==> src/hw/rtl/tat_pkg.sv <==
// Shared types and command codes for the target angle tracker.
package tat_pkg;

    // Plate index width; the plate count never exceeds eight.
    localparam int PIDX_W = 3;
    // Iteration counter width, large enough for the CORDIC step count.
    localparam int ITER_W = 5;
    localparam int CORDIC_STEPS = 24;

    typedef logic [4:0] dp_op_t;

    localparam dp_op_t OP_NOP     = 5'd0;
    localparam dp_op_t OP_LOAD    = 5'd1;
    localparam dp_op_t OP_COEF    = 5'd2;
    localparam dp_op_t OP_ROT0    = 5'd3;
    localparam dp_op_t OP_ROT1    = 5'd4;
    localparam dp_op_t OP_ROT2    = 5'd5;
    localparam dp_op_t OP_ROT3    = 5'd6;
    localparam dp_op_t OP_ROT4    = 5'd7;
    localparam dp_op_t OP_ROT5    = 5'd8;
    localparam dp_op_t OP_DIF     = 5'd9;
    localparam dp_op_t OP_SQ0     = 5'd10;
    localparam dp_op_t OP_SQ1     = 5'd11;
    localparam dp_op_t OP_SQ2     = 5'd12;
    localparam dp_op_t OP_THR     = 5'd13;
    localparam dp_op_t OP_BEST    = 5'd14;
    localparam dp_op_t OP_OFS     = 5'd15;
    localparam dp_op_t OP_VINIT   = 5'd16;
    localparam dp_op_t OP_VSTEP   = 5'd17;
    localparam dp_op_t OP_UNWRAP  = 5'd18;
    localparam dp_op_t OP_RESTART = 5'd19;
    localparam dp_op_t OP_EMIT    = 5'd20;

    // Command from the controller to the datapath.
    typedef struct packed {
        dp_op_t              op;
        logic [PIDX_W-1:0]   k;
        logic                coef_neg;
        logic                rot_src_prev;
        logic                rot_dst_cand;
        logic                ref_cand;
        logic [ITER_W-1:0]   iter;
        logic                first;
    } dp_cmd_t;

    // Status from the datapath to the controller.
    typedef struct packed {
        logic                req_restart;
        logic                hist_valid;
        logic                dir_active;
        logic                dir_cw;
        logic                offset_nz;
        logic                jump;
        logic [PIDX_W-1:0]   offset;
        logic [PIDX_W-1:0]   best;
    } dp_status_t;

endpackage

==> src/hw/rtl/tat_stream_if.sv <==
// Valid/ready channel interfaces for tracker requests and results.
interface tat_req_if #(parameter int COORD_WIDTH = 16);
    logic                          valid;
    logic                          ready;
    logic                          req_type;
    logic signed [COORD_WIDTH-1:0] pos_x;
    logic signed [COORD_WIDTH-1:0] pos_y;
    logic [14:0]                   jump_radius;

    modport source (output valid, req_type, pos_x, pos_y, jump_radius, input ready);
    modport sink (input valid, req_type, pos_x, pos_y, jump_radius, output ready);
endinterface

interface tat_res_if #(parameter int ANGLE_WIDTH = 32);
    logic                          valid;
    logic                          ready;
    logic signed [ANGLE_WIDTH-1:0] track_angle;
    logic [2:0]                    plate_offset;
    logic                          jump_seen;

    modport source (output valid, track_angle, plate_offset, jump_seen, input ready);
    modport sink (input valid, track_angle, plate_offset, jump_seen, output ready);
endinterface

==> src/hw/rtl/tat_datapath.sv <==
// Datapath of the tracker: shared multiplier, rotations, distances, CORDIC and unwrap.
module tat_datapath #(
    parameter int PLATE_COUNT = 5,
    parameter int COORD_WIDTH = 16,
    parameter int ANGLE_WIDTH = 32
) (
    input  logic                          clk,
    input  logic                          rst_n,
    input  tat_pkg::dp_cmd_t              cmd,
    output tat_pkg::dp_status_t           status,
    input  logic                          cfg_wr_en,
    input  logic [1:0]                    cfg_wr_data,
    input  logic                          req_type,
    input  logic signed [COORD_WIDTH-1:0] pos_x,
    input  logic signed [COORD_WIDTH-1:0] pos_y,
    input  logic [14:0]                   jump_radius,
    output logic signed [ANGLE_WIDTH-1:0] track_angle,
    output logic [2:0]                    plate_offset,
    output logic                          jump_seen
);
    import tat_pkg::*;

    localparam int C  = COORD_WIDTH;
    localparam int AN = ANGLE_WIDTH;
    localparam int PW = C + 33;          // product width
    localparam int AW = C + 34;          // accumulator width
    localparam int VW = C + 11;          // vectoring CORDIC width
    localparam int TAB_DEPTH = 1 << PIDX_W;
    localparam longint CORDIC_GAIN_Q30 = 64'sd652032874;

    localparam logic signed [C-1:0]  CMAX = {1'b0, {(C-1){1'b1}}};
    localparam logic signed [C-1:0]  CMIN = {1'b1, {(C-1){1'b0}}};
    localparam logic signed [AN-1:0] AMAX = {1'b0, {(AN-1){1'b1}}};
    localparam logic signed [AN-1:0] AMIN = {1'b1, {(AN-1){1'b0}}};
    localparam logic signed [AW-1:0] RND_HALF = AW'(32'sd536870912);

    // Arctangent of 2^-i in 1/2^32 turn.
    function automatic logic [31:0] atan_turn(input logic [ITER_W-1:0] i);
        logic [31:0] a;
        unique case (i)
            5'd0:  a = 32'h20000000;
            5'd1:  a = 32'h12e4051d;
            5'd2:  a = 32'h09fb385b;
            5'd3:  a = 32'h051111d4;
            5'd4:  a = 32'h028b0d43;
            5'd5:  a = 32'h0145d7e1;
            5'd6:  a = 32'h00a2f61e;
            5'd7:  a = 32'h00517c55;
            5'd8:  a = 32'h0028be53;
            5'd9:  a = 32'h00145f2e;
            5'd10: a = 32'h000a2f98;
            5'd11: a = 32'h000517cc;
            5'd12: a = 32'h00028be6;
            5'd13: a = 32'h000145f3;
            5'd14: a = 32'h0000a2f9;
            5'd15: a = 32'h0000517c;
            5'd16: a = 32'h000028be;
            5'd17: a = 32'h0000145f;
            5'd18: a = 32'h00000a2f;
            5'd19: a = 32'h00000517;
            5'd20: a = 32'h0000028b;
            5'd21: a = 32'h00000145;
            5'd22: a = 32'h000000a2;
            5'd23: a = 32'h00000051;
            default: a = 32'h0;
        endcase
        return a;
    endfunction

    // Plate step k as a fraction of a turn, rounded.
    function automatic logic [31:0] plate_step(input int k);
        logic [63:0] num;
        num = (64'(k) << 32) + 64'(PLATE_COUNT / 2);
        return 32'(num / PLATE_COUNT);
    endfunction

    // Rotation-mode CORDIC, evaluated at elaboration for the plate angles.
    function automatic logic [63:0] sin_cos(input logic [31:0] z_in);
        logic [31:0] z;
        logic [31:0] t;
        logic        neg;
        longint      x;
        longint      y;
        longint      zs;
        longint      xn;
        z = z_in;
        t = z + 32'h40000000;
        neg = t[31];
        if (neg)
        begin
            z = z + 32'h80000000;
        end
        zs = longint'($signed(z));
        x = CORDIC_GAIN_Q30;
        y = 0;
        for (int i = 0; i < CORDIC_STEPS; i++)
        begin
            if (zs >= 0)
            begin
                xn = x - (y >>> i);
                y  = y + (x >>> i);
                zs = zs - longint'(atan_turn(ITER_W'(i)));
            end
            else
            begin
                xn = x + (y >>> i);
                y  = y - (x >>> i);
                zs = zs + longint'(atan_turn(ITER_W'(i)));
            end
            x = xn;
        end
        if (neg)
        begin
            x = -x;
            y = -y;
        end
        return {x[31:0], y[31:0]};
    endfunction

    // Round a Q30 product sum half away from zero and saturate to a coordinate.
    function automatic logic signed [C-1:0] rnd_sat(input logic signed [AW-1:0] v);
        logic signed [AW-1:0] t;
        if (v >= 0)
        begin
            t = (v + RND_HALF) >>> 30;
        end
        else
        begin
            t = -((-v + RND_HALF) >>> 30);
        end
        if (t > AW'(CMAX))
        begin
            return CMAX;
        end
        else if (t < AW'(CMIN))
        begin
            return CMIN;
        end
        return t[C-1:0];
    endfunction

    // Cosine and sine of every plate step, both senses.
    logic [63:0] tab_pos [TAB_DEPTH];
    logic [63:0] tab_neg [TAB_DEPTH];
    for (genvar g = 0; g < TAB_DEPTH; g++)
    begin : g_tab
        assign tab_pos[g] = sin_cos(plate_step(g));
        assign tab_neg[g] = sin_cos(32'd0 - plate_step(g));
    end

    // State with reset.
    logic [1:0]              dir_reg;
    logic [PIDX_W-1:0]       jo_reg;
    logic                    hv_reg;
    logic signed [AN-1:0]    ua_reg;
    logic                    seen_reg;

    // Working registers.
    logic                    req_reg;
    logic signed [C-1:0]     sx_reg, sy_reg, px_reg, py_reg, cx_reg, cy_reg, nx_reg;
    logic [14:0]             r_reg;
    logic [29:0]             rr_reg;
    logic signed [31:0]      coef_c_reg, coef_s_reg;
    logic signed [PW-1:0]    prod_reg;
    logic signed [AW-1:0]    acc_reg, best_d_reg;
    logic [PIDX_W-1:0]       best_i_reg;
    logic signed [C:0]       dx_reg, dy_reg;
    logic signed [VW-1:0]    vx_reg, vy_reg;
    logic [31:0]             vz_reg;
    logic                    vzero_reg;
    logic signed [AN-1:0]    res_angle_reg;
    logic [2:0]              res_off_reg;
    logic                    res_seen_reg;

    // Combinational values.
    logic signed [C:0]       mul_a;
    logic signed [31:0]      mul_b;
    logic signed [PW-1:0]    prod;
    logic signed [C-1:0]     src_x, src_y, ref_x, ref_y;
    logic signed [C-1:0]     rot_res;
    logic signed [AW-1:0]    rr_ext;
    logic                    over;
    logic [PIDX_W:0]         jo_sum;
    logic [PIDX_W-1:0]       jo_mod;
    logic signed [VW-1:0]    sx_ext, sy_ext, vx_sh, vy_sh;
    logic [31:0]             vz_round;
    logic [15:0]             ph16, d16;
    logic signed [AN:0]      usum;
    logic signed [AN-1:0]    ua_unwrap;

    // Operand selection for the shared multiplier.
    always_comb
    begin
        src_x = cmd.rot_src_prev ? px_reg : sx_reg;
        src_y = cmd.rot_src_prev ? py_reg : sy_reg;
        ref_x = cmd.ref_cand ? cx_reg : px_reg;
        ref_y = cmd.ref_cand ? cy_reg : py_reg;
        mul_a = '0;
        mul_b = '0;
        unique case (cmd.op)
            OP_ROT0:
            begin
                mul_a = (C+1)'(src_x);
                mul_b = coef_c_reg;
            end
            OP_ROT1:
            begin
                mul_a = (C+1)'(src_y);
                mul_b = coef_s_reg;
            end
            OP_ROT2:
            begin
                mul_a = (C+1)'(src_x);
                mul_b = coef_s_reg;
            end
            OP_ROT3:
            begin
                mul_a = (C+1)'(src_y);
                mul_b = coef_c_reg;
            end
            OP_SQ0:
            begin
                mul_a = dx_reg;
                mul_b = 32'(dx_reg);
            end
            OP_SQ1:
            begin
                mul_a = dy_reg;
                mul_b = 32'(dy_reg);
            end
            default:
            begin
                mul_a = '0;
                mul_b = '0;
            end
        endcase
    end

    assign prod = mul_a * mul_b;
    assign rot_res = rnd_sat(acc_reg);

    // Jump threshold and plate offset arithmetic.
    assign rr_ext = AW'(rr_reg);
    assign over = acc_reg > rr_ext;
    assign jo_sum = {1'b0, jo_reg} + {1'b0, best_i_reg};
    assign jo_mod = (jo_sum >= (PIDX_W+1)'(PLATE_COUNT)) ?
                    PIDX_W'(jo_sum - (PIDX_W+1)'(PLATE_COUNT)) : jo_sum[PIDX_W-1:0];

    // Vectoring CORDIC step and phase unwrap.
    assign sx_ext = VW'(sx_reg) <<< 8;
    assign sy_ext = VW'(sy_reg) <<< 8;
    assign vx_sh = vx_reg >>> cmd.iter;
    assign vy_sh = vy_reg >>> cmd.iter;
    assign vz_round = vz_reg + 32'h00008000;
    assign ph16 = vzero_reg ? 16'h0000 : vz_round[31:16];
    assign d16 = ph16 - ua_reg[15:0];
    assign usum = (AN+1)'(ua_reg) + (AN+1)'($signed(d16));

    always_comb
    begin
        if (usum > (AN+1)'(AMAX))
        begin
            ua_unwrap = AMAX;
        end
        else if (usum < (AN+1)'(AMIN))
        begin
            ua_unwrap = AMIN;
        end
        else
        begin
            ua_unwrap = usum[AN-1:0];
        end
    end

    // Tracking state, direction register and flags.
    always_ff @(posedge clk or negedge rst_n)
    begin
        if (!rst_n)
        begin
            dir_reg  <= '0;
            jo_reg   <= '0;
            hv_reg   <= 1'b0;
            ua_reg   <= '0;
            seen_reg <= 1'b0;
        end
        else
        begin
            unique case (cmd.op)
                OP_LOAD:    seen_reg <= 1'b0;
                OP_THR:     seen_reg <= over;
                OP_OFS:     jo_reg <= jo_mod;
                OP_UNWRAP:
                begin
                    hv_reg <= 1'b1;
                    if (cmd.first)
                    begin
                        ua_reg <= AN'($signed(ph16));
                    end
                    else
                    begin
                        ua_reg <= ua_unwrap;
                    end
                end
                OP_RESTART:
                begin
                    hv_reg   <= 1'b0;
                    jo_reg   <= '0;
                    ua_reg   <= '0;
                    seen_reg <= 1'b0;
                end
                default:
                begin
                end
            endcase
            // A changed direction drops the plate offset.
            if (cfg_wr_en)
            begin
                if (cfg_wr_data != dir_reg)
                begin
                    jo_reg <= '0;
                end
                dir_reg <= cfg_wr_data;
            end
        end
    end

    // Working registers of the datapath.
    always_ff @(posedge clk)
    begin
        prod_reg <= prod;
        unique case (cmd.op)
            OP_LOAD:
            begin
                req_reg <= req_type;
                sx_reg  <= pos_x;
                sy_reg  <= pos_y;
                r_reg   <= jump_radius;
            end
            OP_COEF:
            begin
                if (cmd.coef_neg)
                begin
                    coef_c_reg <= tab_neg[cmd.k][63:32];
                    coef_s_reg <= tab_neg[cmd.k][31:0];
                end
                else
                begin
                    coef_c_reg <= tab_pos[cmd.k][63:32];
                    coef_s_reg <= tab_pos[cmd.k][31:0];
                end
            end
            OP_ROT1: acc_reg <= AW'(prod_reg);
            OP_ROT2: acc_reg <= acc_reg - AW'(prod_reg);
            OP_ROT3:
            begin
                nx_reg  <= rot_res;
                acc_reg <= AW'(prod_reg);
            end
            OP_ROT4: acc_reg <= acc_reg + AW'(prod_reg);
            OP_ROT5:
            begin
                if (cmd.rot_dst_cand)
                begin
                    cx_reg <= nx_reg;
                    cy_reg <= rot_res;
                end
                else
                begin
                    sx_reg <= nx_reg;
                    sy_reg <= rot_res;
                end
            end
            OP_DIF:
            begin
                dx_reg <= (C+1)'(sx_reg) - (C+1)'(ref_x);
                dy_reg <= (C+1)'(sy_reg) - (C+1)'(ref_y);
                rr_reg <= r_reg * r_reg;
            end
            OP_SQ1: acc_reg <= AW'(prod_reg);
            OP_SQ2: acc_reg <= acc_reg + AW'(prod_reg);
            OP_BEST:
            begin
                if (cmd.k == '0 || acc_reg < best_d_reg)
                begin
                    best_d_reg <= acc_reg;
                    best_i_reg <= cmd.k;
                end
            end
            OP_VINIT:
            begin
                vzero_reg <= (sx_reg == '0) && (sy_reg == '0);
                if (sx_reg < 0)
                begin
                    vx_reg <= -sx_ext;
                    vy_reg <= -sy_ext;
                    vz_reg <= 32'h80000000;
                end
                else
                begin
                    vx_reg <= sx_ext;
                    vy_reg <= sy_ext;
                    vz_reg <= 32'h0;
                end
            end
            OP_VSTEP:
            begin
                if (vy_reg > 0)
                begin
                    vx_reg <= vx_reg + vy_sh;
                    vy_reg <= vy_reg - vx_sh;
                    vz_reg <= vz_reg + atan_turn(cmd.iter);
                end
                else
                begin
                    vx_reg <= vx_reg - vy_sh;
                    vy_reg <= vy_reg + vx_sh;
                    vz_reg <= vz_reg - atan_turn(cmd.iter);
                end
            end
            OP_UNWRAP:
            begin
                px_reg <= sx_reg;
                py_reg <= sy_reg;
            end
            OP_RESTART:
            begin
                px_reg <= '0;
                py_reg <= '0;
            end
            OP_EMIT:
            begin
                res_angle_reg <= ua_reg;
                res_off_reg   <= 3'(jo_reg);
                res_seen_reg  <= seen_reg;
            end
            default:
            begin
            end
        endcase
    end

    // Status toward the controller.
    always_comb
    begin
        status.req_restart = req_reg;
        status.hist_valid  = hv_reg;
        status.dir_active  = (dir_reg == 2'd1) || (dir_reg == 2'd2);
        status.dir_cw      = (dir_reg == 2'd1);
        status.offset_nz   = (jo_reg != '0);
        status.jump        = over;
        status.offset      = jo_reg;
        status.best        = best_i_reg;
    end

    assign track_angle  = res_angle_reg;
    assign plate_offset = res_off_reg;
    assign jump_seen    = res_seen_reg;

endmodule

==> src/hw/rtl/tat_ctrl.sv <==
// Controller state machine that sequences the tracker datapath.
module tat_ctrl #(
    parameter int PLATE_COUNT = 5
) (
    input  logic                clk,
    input  logic                rst_n,
    input  logic                in_valid,
    output logic                in_ready,
    output logic                out_valid,
    input  logic                out_ready,
    input  tat_pkg::dp_status_t status,
    output tat_pkg::dp_cmd_t    cmd
);
    import tat_pkg::*;

    localparam logic [3:0] S_IDLE   = 4'd0;
    localparam logic [3:0] S_DECIDE = 4'd1;
    localparam logic [3:0] S_COEF   = 4'd2;
    localparam logic [3:0] S_ROT    = 4'd3;
    localparam logic [3:0] S_DIF    = 4'd4;
    localparam logic [3:0] S_SQ     = 4'd5;
    localparam logic [3:0] S_THR    = 4'd6;
    localparam logic [3:0] S_BEST   = 4'd7;
    localparam logic [3:0] S_OFS    = 4'd8;
    localparam logic [3:0] S_VINIT  = 4'd9;
    localparam logic [3:0] S_VSTEP  = 4'd10;
    localparam logic [3:0] S_UNWRAP = 4'd11;
    localparam logic [3:0] S_EMIT   = 4'd12;

    localparam logic [1:0] MODE_INIT  = 2'd0;
    localparam logic [1:0] MODE_CAND  = 2'd1;
    localparam logic [1:0] MODE_FINAL = 2'd2;

    localparam logic [ITER_W-1:0] ROT_LAST = ITER_W'(5);
    localparam logic [ITER_W-1:0] SQ_LAST  = ITER_W'(2);
    localparam logic [ITER_W-1:0] VEC_LAST = ITER_W'(CORDIC_STEPS - 1);
    localparam logic [PIDX_W-1:0] CAND_LAST = PIDX_W'(PLATE_COUNT - 1);

    logic [3:0]         state_reg, state_next;
    logic [ITER_W-1:0]  cnt_reg, cnt_next;
    logic [PIDX_W-1:0]  cand_reg, cand_next;
    logic [1:0]         mode_reg, mode_next;
    logic               first_reg, first_next;
    logic               out_valid_reg, out_valid_next;

    // Next state and datapath command.
    always_comb
    begin
        state_next     = state_reg;
        cnt_next       = cnt_reg;
        cand_next      = cand_reg;
        mode_next      = mode_reg;
        first_next     = first_reg;
        out_valid_next = out_valid_reg && !out_ready;

        cmd.op           = OP_NOP;
        cmd.rot_src_prev = (mode_reg == MODE_CAND);
        cmd.rot_dst_cand = (mode_reg == MODE_CAND);
        cmd.ref_cand     = (mode_reg == MODE_CAND);
        cmd.iter         = cnt_reg;
        cmd.first        = first_reg;
        unique case (mode_reg)
            MODE_CAND:
            begin
                cmd.k        = cand_reg;
                cmd.coef_neg = !status.dir_cw;
            end
            MODE_FINAL:
            begin
                cmd.k        = status.best;
                cmd.coef_neg = status.dir_cw;
            end
            default:
            begin
                cmd.k        = status.offset;
                cmd.coef_neg = status.dir_cw;
            end
        endcase

        unique case (state_reg)
            S_IDLE:
            begin
                if (in_valid)
                begin
                    cmd.op     = OP_LOAD;
                    state_next = S_DECIDE;
                end
            end
            S_DECIDE:
            begin
                cnt_next  = '0;
                mode_next = MODE_INIT;
                priority if (status.req_restart)
                begin
                    cmd.op     = OP_RESTART;
                    state_next = S_EMIT;
                end
                else if (!status.hist_valid)
                begin
                    first_next = 1'b1;
                    state_next = S_VINIT;
                end
                else if (status.dir_active)
                begin
                    first_next = 1'b0;
                    state_next = status.offset_nz ? S_COEF : S_DIF;
                end
                else
                begin
                    first_next = 1'b0;
                    state_next = S_VINIT;
                end
            end
            S_COEF:
            begin
                cmd.op     = OP_COEF;
                cnt_next   = '0;
                state_next = S_ROT;
            end
            S_ROT:
            begin
                cmd.op = dp_op_t'(OP_ROT0 + dp_op_t'(cnt_reg));
                if (cnt_reg == ROT_LAST)
                begin
                    cnt_next   = '0;
                    state_next = (mode_reg == MODE_FINAL) ? S_VINIT : S_DIF;
                end
                else
                begin
                    cnt_next = cnt_reg + 1'b1;
                end
            end
            S_DIF:
            begin
                cmd.op     = OP_DIF;
                cnt_next   = '0;
                state_next = S_SQ;
            end
            S_SQ:
            begin
                cmd.op = dp_op_t'(OP_SQ0 + dp_op_t'(cnt_reg));
                if (cnt_reg == SQ_LAST)
                begin
                    cnt_next   = '0;
                    state_next = (mode_reg == MODE_CAND) ? S_BEST : S_THR;
                end
                else
                begin
                    cnt_next = cnt_reg + 1'b1;
                end
            end
            S_THR:
            begin
                cmd.op = OP_THR;
                if (status.jump)
                begin
                    mode_next  = MODE_CAND;
                    cand_next  = '0;
                    state_next = S_COEF;
                end
                else
                begin
                    state_next = S_VINIT;
                end
            end
            S_BEST:
            begin
                cmd.op = OP_BEST;
                if (cand_reg == CAND_LAST)
                begin
                    state_next = S_OFS;
                end
                else
                begin
                    cand_next  = cand_reg + 1'b1;
                    state_next = S_COEF;
                end
            end
            S_OFS:
            begin
                cmd.op = OP_OFS;
                if (status.best != '0)
                begin
                    mode_next  = MODE_FINAL;
                    state_next = S_COEF;
                end
                else
                begin
                    state_next = S_VINIT;
                end
            end
            S_VINIT:
            begin
                cmd.op     = OP_VINIT;
                cnt_next   = '0;
                state_next = S_VSTEP;
            end
            S_VSTEP:
            begin
                cmd.op = OP_VSTEP;
                if (cnt_reg == VEC_LAST)
                begin
                    cnt_next   = '0;
                    state_next = S_UNWRAP;
                end
                else
                begin
                    cnt_next = cnt_reg + 1'b1;
                end
            end
            S_UNWRAP:
            begin
                cmd.op     = OP_UNWRAP;
                state_next = S_EMIT;
            end
            S_EMIT:
            begin
                // Move the result into the output register once it is free.
                if (!out_valid_reg || out_ready)
                begin
                    cmd.op         = OP_EMIT;
                    out_valid_next = 1'b1;
                    state_next     = S_IDLE;
                end
            end
            default:
            begin
                state_next = S_IDLE;
            end
        endcase
    end

    always_ff @(posedge clk or negedge rst_n)
    begin
        if (!rst_n)
        begin
            state_reg     <= S_IDLE;
            cnt_reg       <= '0;
            cand_reg      <= '0;
            mode_reg      <= MODE_INIT;
            first_reg     <= 1'b0;
            out_valid_reg <= 1'b0;
        end
        else
        begin
            state_reg     <= state_next;
            cnt_reg       <= cnt_next;
            cand_reg      <= cand_next;
            mode_reg      <= mode_next;
            first_reg     <= first_next;
            out_valid_reg <= out_valid_next;
        end
    end

    assign in_ready  = (state_reg == S_IDLE);
    assign out_valid = out_valid_reg;

endmodule

==> src/hw/rtl/symmetric_target_angle_tracker.sv <==
// Top level of the symmetric target angle tracker.
//
// Usage: each request word on req carries a sample (pos_x, pos_y relative to
// the rotation center, jump_radius) or, with req_type set, a restart. Every
// request word yields exactly one result word on res: the unwrapped angle in
// 1/65536 turn, the plate offset and the jump flag.
// The rotation direction is set through cfg_wr_en/cfg_wr_data while idle.
// One word is processed at a time. A restart only clears the history; every
// sample runs the 24-step vectoring CORDIC and the unwrap, which dominate. A
// tracked sample first has its distance to the previous point checked.
// Applying a plate offset adds a rotation, a jump adds a rotation and a
// distance for every plate, and correcting onto a rotated copy adds one more
// rotation, since every rotation and distance runs through the single shared
// multiplier. The next request word can be taken in the cycle res.valid rises.
// The output register lets the next request word be accepted while a result
// waits; if the receiver stalls, the following result holds in the datapath
// and no further request word is taken until the output register frees.
// Reset clears the history, offset, angle and direction; no result is pending.
module symmetric_target_angle_tracker #(
    parameter int PLATE_COUNT = 5,
    parameter int COORD_WIDTH = 16,
    parameter int ANGLE_WIDTH = 32
) (
    input  logic       clk,
    input  logic       rst_n,
    input  logic       cfg_wr_en,
    input  logic [1:0] cfg_wr_data,
    tat_req_if.sink    req,
    tat_res_if.source  res
);
    import tat_pkg::*;

    dp_cmd_t    cmd;
    dp_status_t status;

    tat_ctrl #(
        .PLATE_COUNT (PLATE_COUNT)
    ) u_ctrl (
        .clk       (clk),
        .rst_n     (rst_n),
        .in_valid  (req.valid),
        .in_ready  (req.ready),
        .out_valid (res.valid),
        .out_ready (res.ready),
        .status    (status),
        .cmd       (cmd)
    );

    tat_datapath #(
        .PLATE_COUNT (PLATE_COUNT),
        .COORD_WIDTH (COORD_WIDTH),
        .ANGLE_WIDTH (ANGLE_WIDTH)
    ) u_datapath (
        .clk          (clk),
        .rst_n        (rst_n),
        .cmd          (cmd),
        .status       (status),
        .cfg_wr_en    (cfg_wr_en),
        .cfg_wr_data  (cfg_wr_data),
        .req_type     (req.req_type),
        .pos_x        (req.pos_x),
        .pos_y        (req.pos_y),
        .jump_radius  (req.jump_radius),
        .track_angle  (res.track_angle),
        .plate_offset (res.plate_offset),
        .jump_seen    (res.jump_seen)
    );

    // The block is busy right after it takes a request word.
    a_busy_after_accept: assert property (@(posedge clk) disable iff (!rst_n)
        (req.valid && req.ready) |=> !req.ready)
        else $error("request accepted on two consecutive cycles");

    // A reported plate offset stays below the plate count.
    a_offset_range: assert property (@(posedge clk) disable iff (!rst_n)
        res.valid |-> ({1'b0, res.plate_offset} < 4'(PLATE_COUNT)))
        else $error("plate offset out of range");

    // A jump is only reported with a known rotation direction.
    a_jump_needs_dir: assert property (@(posedge clk) disable iff (!rst_n)
        (res.valid && res.jump_seen) |-> status.dir_active)
        else $error("jump reported with unknown direction");

endmodule

==> src/flat_wrapper.sv <==
// flat-port wrapper written by rule: the top's interface ports become plain ports
module symmetric_target_angle_tracker_flat import tat_pkg::*;
#(
    parameter int PLATE_COUNT = 5,
    parameter int COORD_WIDTH = 16,
    parameter int ANGLE_WIDTH = 32
)
  (clk, rst_n, cfg_wr_en, cfg_wr_data, req_valid, req_req_type, req_pos_x, req_pos_y, req_jump_radius, req_ready, res_valid, res_track_angle, res_plate_offset, res_jump_seen, res_ready);
  tat_req_if #(.COORD_WIDTH(COORD_WIDTH)) req_i ();
  tat_res_if #(.ANGLE_WIDTH(ANGLE_WIDTH)) res_i ();
  input  logic clk;
  input  logic rst_n;
  input  logic cfg_wr_en;
  input  logic [1:0] cfg_wr_data;
  input wire logic [$bits(req_i.valid)-1:0] req_valid;
  input wire logic [$bits(req_i.req_type)-1:0] req_req_type;
  input wire logic [$bits(req_i.pos_x)-1:0] req_pos_x;
  input wire logic [$bits(req_i.pos_y)-1:0] req_pos_y;
  input wire logic [$bits(req_i.jump_radius)-1:0] req_jump_radius;
  output wire logic [$bits(req_i.ready)-1:0] req_ready;
  output wire logic [$bits(res_i.valid)-1:0] res_valid;
  output wire logic [$bits(res_i.track_angle)-1:0] res_track_angle;
  output wire logic [$bits(res_i.plate_offset)-1:0] res_plate_offset;
  output wire logic [$bits(res_i.jump_seen)-1:0] res_jump_seen;
  input wire logic [$bits(res_i.ready)-1:0] res_ready;
  assign req_i.valid = req_valid;
  assign req_i.req_type = req_req_type;
  assign req_i.pos_x = req_pos_x;
  assign req_i.pos_y = req_pos_y;
  assign req_i.jump_radius = req_jump_radius;
  assign req_ready = req_i.ready;
  assign res_valid = res_i.valid;
  assign res_track_angle = res_i.track_angle;
  assign res_plate_offset = res_i.plate_offset;
  assign res_jump_seen = res_i.jump_seen;
  assign res_i.ready = res_ready;
  symmetric_target_angle_tracker #(.PLATE_COUNT(PLATE_COUNT), .COORD_WIDTH(COORD_WIDTH), .ANGLE_WIDTH(ANGLE_WIDTH)) u_core (.clk(clk), .rst_n(rst_n), .cfg_wr_en(cfg_wr_en), .cfg_wr_data(cfg_wr_data), .req(req_i), .res(res_i));
endmodule
==> config.mk <==
export PLATFORM = sky130hd
export DESIGN_NAME = symmetric_target_angle_tracker_flat
export DESIGN_NICKNAME = d
export VERILOG_FILES = /design/src/hw/rtl/tat_pkg.sv /design/src/hw/rtl/tat_stream_if.sv /design/src/hw/rtl/tat_datapath.sv /design/src/hw/rtl/tat_ctrl.sv /design/src/hw/rtl/symmetric_target_angle_tracker.sv /design/src/flat_wrapper.sv
export SDC_FILE = /design/constraint.sdc
export NUM_CORES = 2
export LEC_CHECK = 0
export BUFFER_PORTS_ARGS = -buffer_cell sky130_fd_sc_hd__buf_4
export CORE_AREA = 2 2 364 366
export DETAILED_ROUTE_END_ITERATION = 8
export DIE_AREA = 0 0 366 368
export PLACE_DENSITY_LB_ADDON = 0.2
export SYNTH_ARGS = -nofsm -noshare
export SYNTH_HDL_FRONTEND = slang
export SYNTH_HIERARCHICAL = 1
export SYNTH_SLANG_ARGS = --single-unit
==> constraint.sdc <==
create_clock -name clk -period 10.3 [get_ports clk]
set_clock_uncertainty 0.1 [all_clocks]
set_input_delay 0.515 -clock clk [delete_from_list [all_inputs] [get_ports clk]]
set_output_delay 0.515 -clock clk [all_outputs]
set_load 0.1 [all_outputs]
==> flow_summary.json <==
{
  "fp.dieH_um": 368,
  "worstPathArrival_ns": 10.41,
  "vias_per_cell": 5.84,
  "slew_headroom_pct": 22.1,
  "cts-root-buf": "clkbuf_16",
  "cts-htree-levels": 3,
  "ys_types": 116,
  "critical_path_required_ns": 10.80,
  "yosys_warnings": 6,
  "antennaDiodeCount": 0,
  "final_core_util_pct": 54.1,
  "synth-main-ff-cell": "edfxtp_1",
  "track_usage_pct": 28.4,
  "ys_ff_latch": 533,
  "drtAntennaViolNets": 0,
  "drtPass1Iterations": 6,
  "rr_startpoint": "u_core/u_ctrl/state_reg[3]$_DFFE_PN0P_",
  "grt_max_degree": 92,
  "initial_core_util_pct": 49.7,
  "grt_pass1_wl_mm": 299,
  "grt_pass1_vias": 52200,
  "outcome": "complete, no violations",
  "path_max_fanout": 9,
  "mostFrequentLayoutCell": "inv_1",
  "final_cell_mix": "inv_1 (948), fa_1 (665), nor2_1 (652)",
  "fin_crit_sh_pct": 96.2,
  "rsz0062_at_grt": "false",
  "async_reset_ff_share_pct": 10.3,
  "synth_edf_count": 429,
  "hold_start": "req_pos_y[12]",
  "post-route-min-period_ns": 9.91,
  "setup_ws_ns": 0.389,
  "dieWidth_um": 366,
  "cp-startpoint": "u_core/u_ctrl/state_reg[3]$_DFFE_PN0P_",
  "drt-initial-drc-count": 4013,
  "path_class": "register to register",
  "die-area_sq_um": 135000,
  "place_congestion": 0.958,
  "cts_buffers": 69,
  "syn-cell-area_sq_um": 65000,
  "drt_wl_total_mm": 190,
  "vias": 51800,
  "synthesis.nets": 8255,
  "core_region_area_sq_um": 131000,
  "holdCritPathClass": "primary input to register",
  "cts.sink_count": 533,
  "cts_tree": "built",
  "row_count": 133,
  "layout.nets": 8316,
  "syn_area_per_cell_sq_um": 9.29,
  "dp_hpwl_mm": 151,
  "critical_path.max_stage_delay_ns": 0.64,
  "drc": 0,
  "fmax_mhz": 101,
  "final_max_slew_viol_count": 0,
  "tightestPinTransition_ns": 1.17,
  "cap_violations": 0,
  "dpl_worst_slack_ns": -0.110,
  "hold_violations": 0,
  "crit_slowest_cell": "a221oi_2",
  "io_buffers": 92,
  "overflow": 0,
  "cp-end-kind": "register",
  "avgRoutedWirePerCell_um": 21.4,
  "cts.clk_slew.worst_paths_ns": 0.06,
  "seq_area_frac_synth_pct": 23.4,
  "antenna_found_initial": 0,
  "syn_to_final_growth_pct": 8.85,
  "crit_top_cell": "fa_1",
  "setup_viol": 0,
  "worstSkewPairLatency_ns": 0.69,
  "drive_above_1_share_pct": 8.52,
  "ctsLongestPathBuffers": 3,
  "syn_inst": 6999,
  "cp-start-kind": "register",
  "io_pins": 93
}
[kinds of logic (layout without fill, tap and decap cells)]
| logic type | after synthesis | after routing | synth area share [%] |
|---|---|---|---|
| simple gates | 2035 | 2035 | 14.6 |
| compound gates | 1369 | 1369 | 13.6 |
| buf+inv | 1228 | 1344 | 7.30 |
| fa+ha+maj | 1201 | 1201 | 30.8 |
| flops | 533 | 533 | 23.4 |
| xor+xnor | 433 | 433 | 5.83 |
| mux | 200 | 200 | 4.46 |
[final cells by class]
cell class / instances / area [sq um]
clock buffers: 80 / 1820
clock inverters: 46 / 536
fillers: 11900 / 60000
inverters: 955 / 3580
multi-input cells: 5238 / 45300
flip-flops and latches: 533 / 15200
well taps: 1755 / 2200
repair buffers: 263 / 2080
[routing by layer]
layer / vias up / global-route usage, % / wire, um
met4: 0 / 11.9 / 8360
li1: 23900 / - / -
met1: 25900 / 37.6 / 79400
met5: - / 0 / 0
met2: 1729 / 47.3 / 90700
met3: 324 / 3.46 / 11800
[path summary, 6_finish.rpt]
kind	endpoint	slack [ns]	depth (start not counted)
worst min register to register	u_core/u_datapath/cx_reg[0]$_DFFE_PP_	0.35	0
min in group asynchronous	u_core/u_datapath/ua_reg[10]$_DFFE_PN0P_	0.36	2
worst max-delay path	u_core/u_datapath/prod_reg[47]$_DFF_P_	0.39	32
worst min-delay path	u_core/u_datapath/sy_reg[12]$_DFFE_PP_	0.04	2
max in group asynchronous	u_core/u_ctrl/cnt_reg[0]$_DFFE_PN0P_	9.10	2
worst max register to register	u_core/u_datapath/prod_reg[47]$_DFF_P_	0.39	32
[stage by stage]
step	cell area [sq um]	instances	TNS [ns]	hold WS [ns]
final	70800	8870	0	0.0350
after global routing	70800	8870	0	0.0272
after CTS	70700	8866	0	0.000694
after detailed placement	68000	8715	-0.207	0.334
after global placement	68000	8715	-0.00119	0.329
after floorplan	65000	6999	0	0.119
[Yosys cell counts, types with 131 or more instances]
cell / number / share of area (%)
clkbuf_1: 197 / 1.1
a21oi_1: 379 / 2.9
nand2_1: 629 / 3.6
o21ai_0: 317 / 2.4
edfxtp_1: 429 / 20
a21o_1: 131 / 1.5
ha_1: 536 / 10
xnor2_1: 269 / 3.6
xor2_1: 164 / 2.2
fa_1: 665 / 20
inv_1: 949 / 5.5
nor2_1: 660 / 3.8
[worst max-delay path: cells and delay by family (launching register included)]
| family | cells | cell delay [ns] |
|---|---|---|
| AO/OA/AOI/OAI | 12 | 3.38 |
| XOR/XNOR | 1 | 0.21 |
| adder cells (fa/ha/maj) | 7 | 3.64 |
| buffers and inverters | 3 | 0.33 |
| flip-flops | 1 | 0.46 |
| AND/OR/NAND/NOR | 9 | 1.66 |
[timing repair]
action | CTS | global route
endpoints found under the hold margin | 78 | 0
pin swaps | 0 | 1
gates resized for setup | 6 | 19
cloned | 0 | 0
hold buffers | 25 | 0
setup buffers | 0 | 4
setup endpoints to repair | 6 | 14
Power is left out: the tool's default activity adds up to more than one toggle a clock period on the data nets, which glitch-free logic cannot reach.
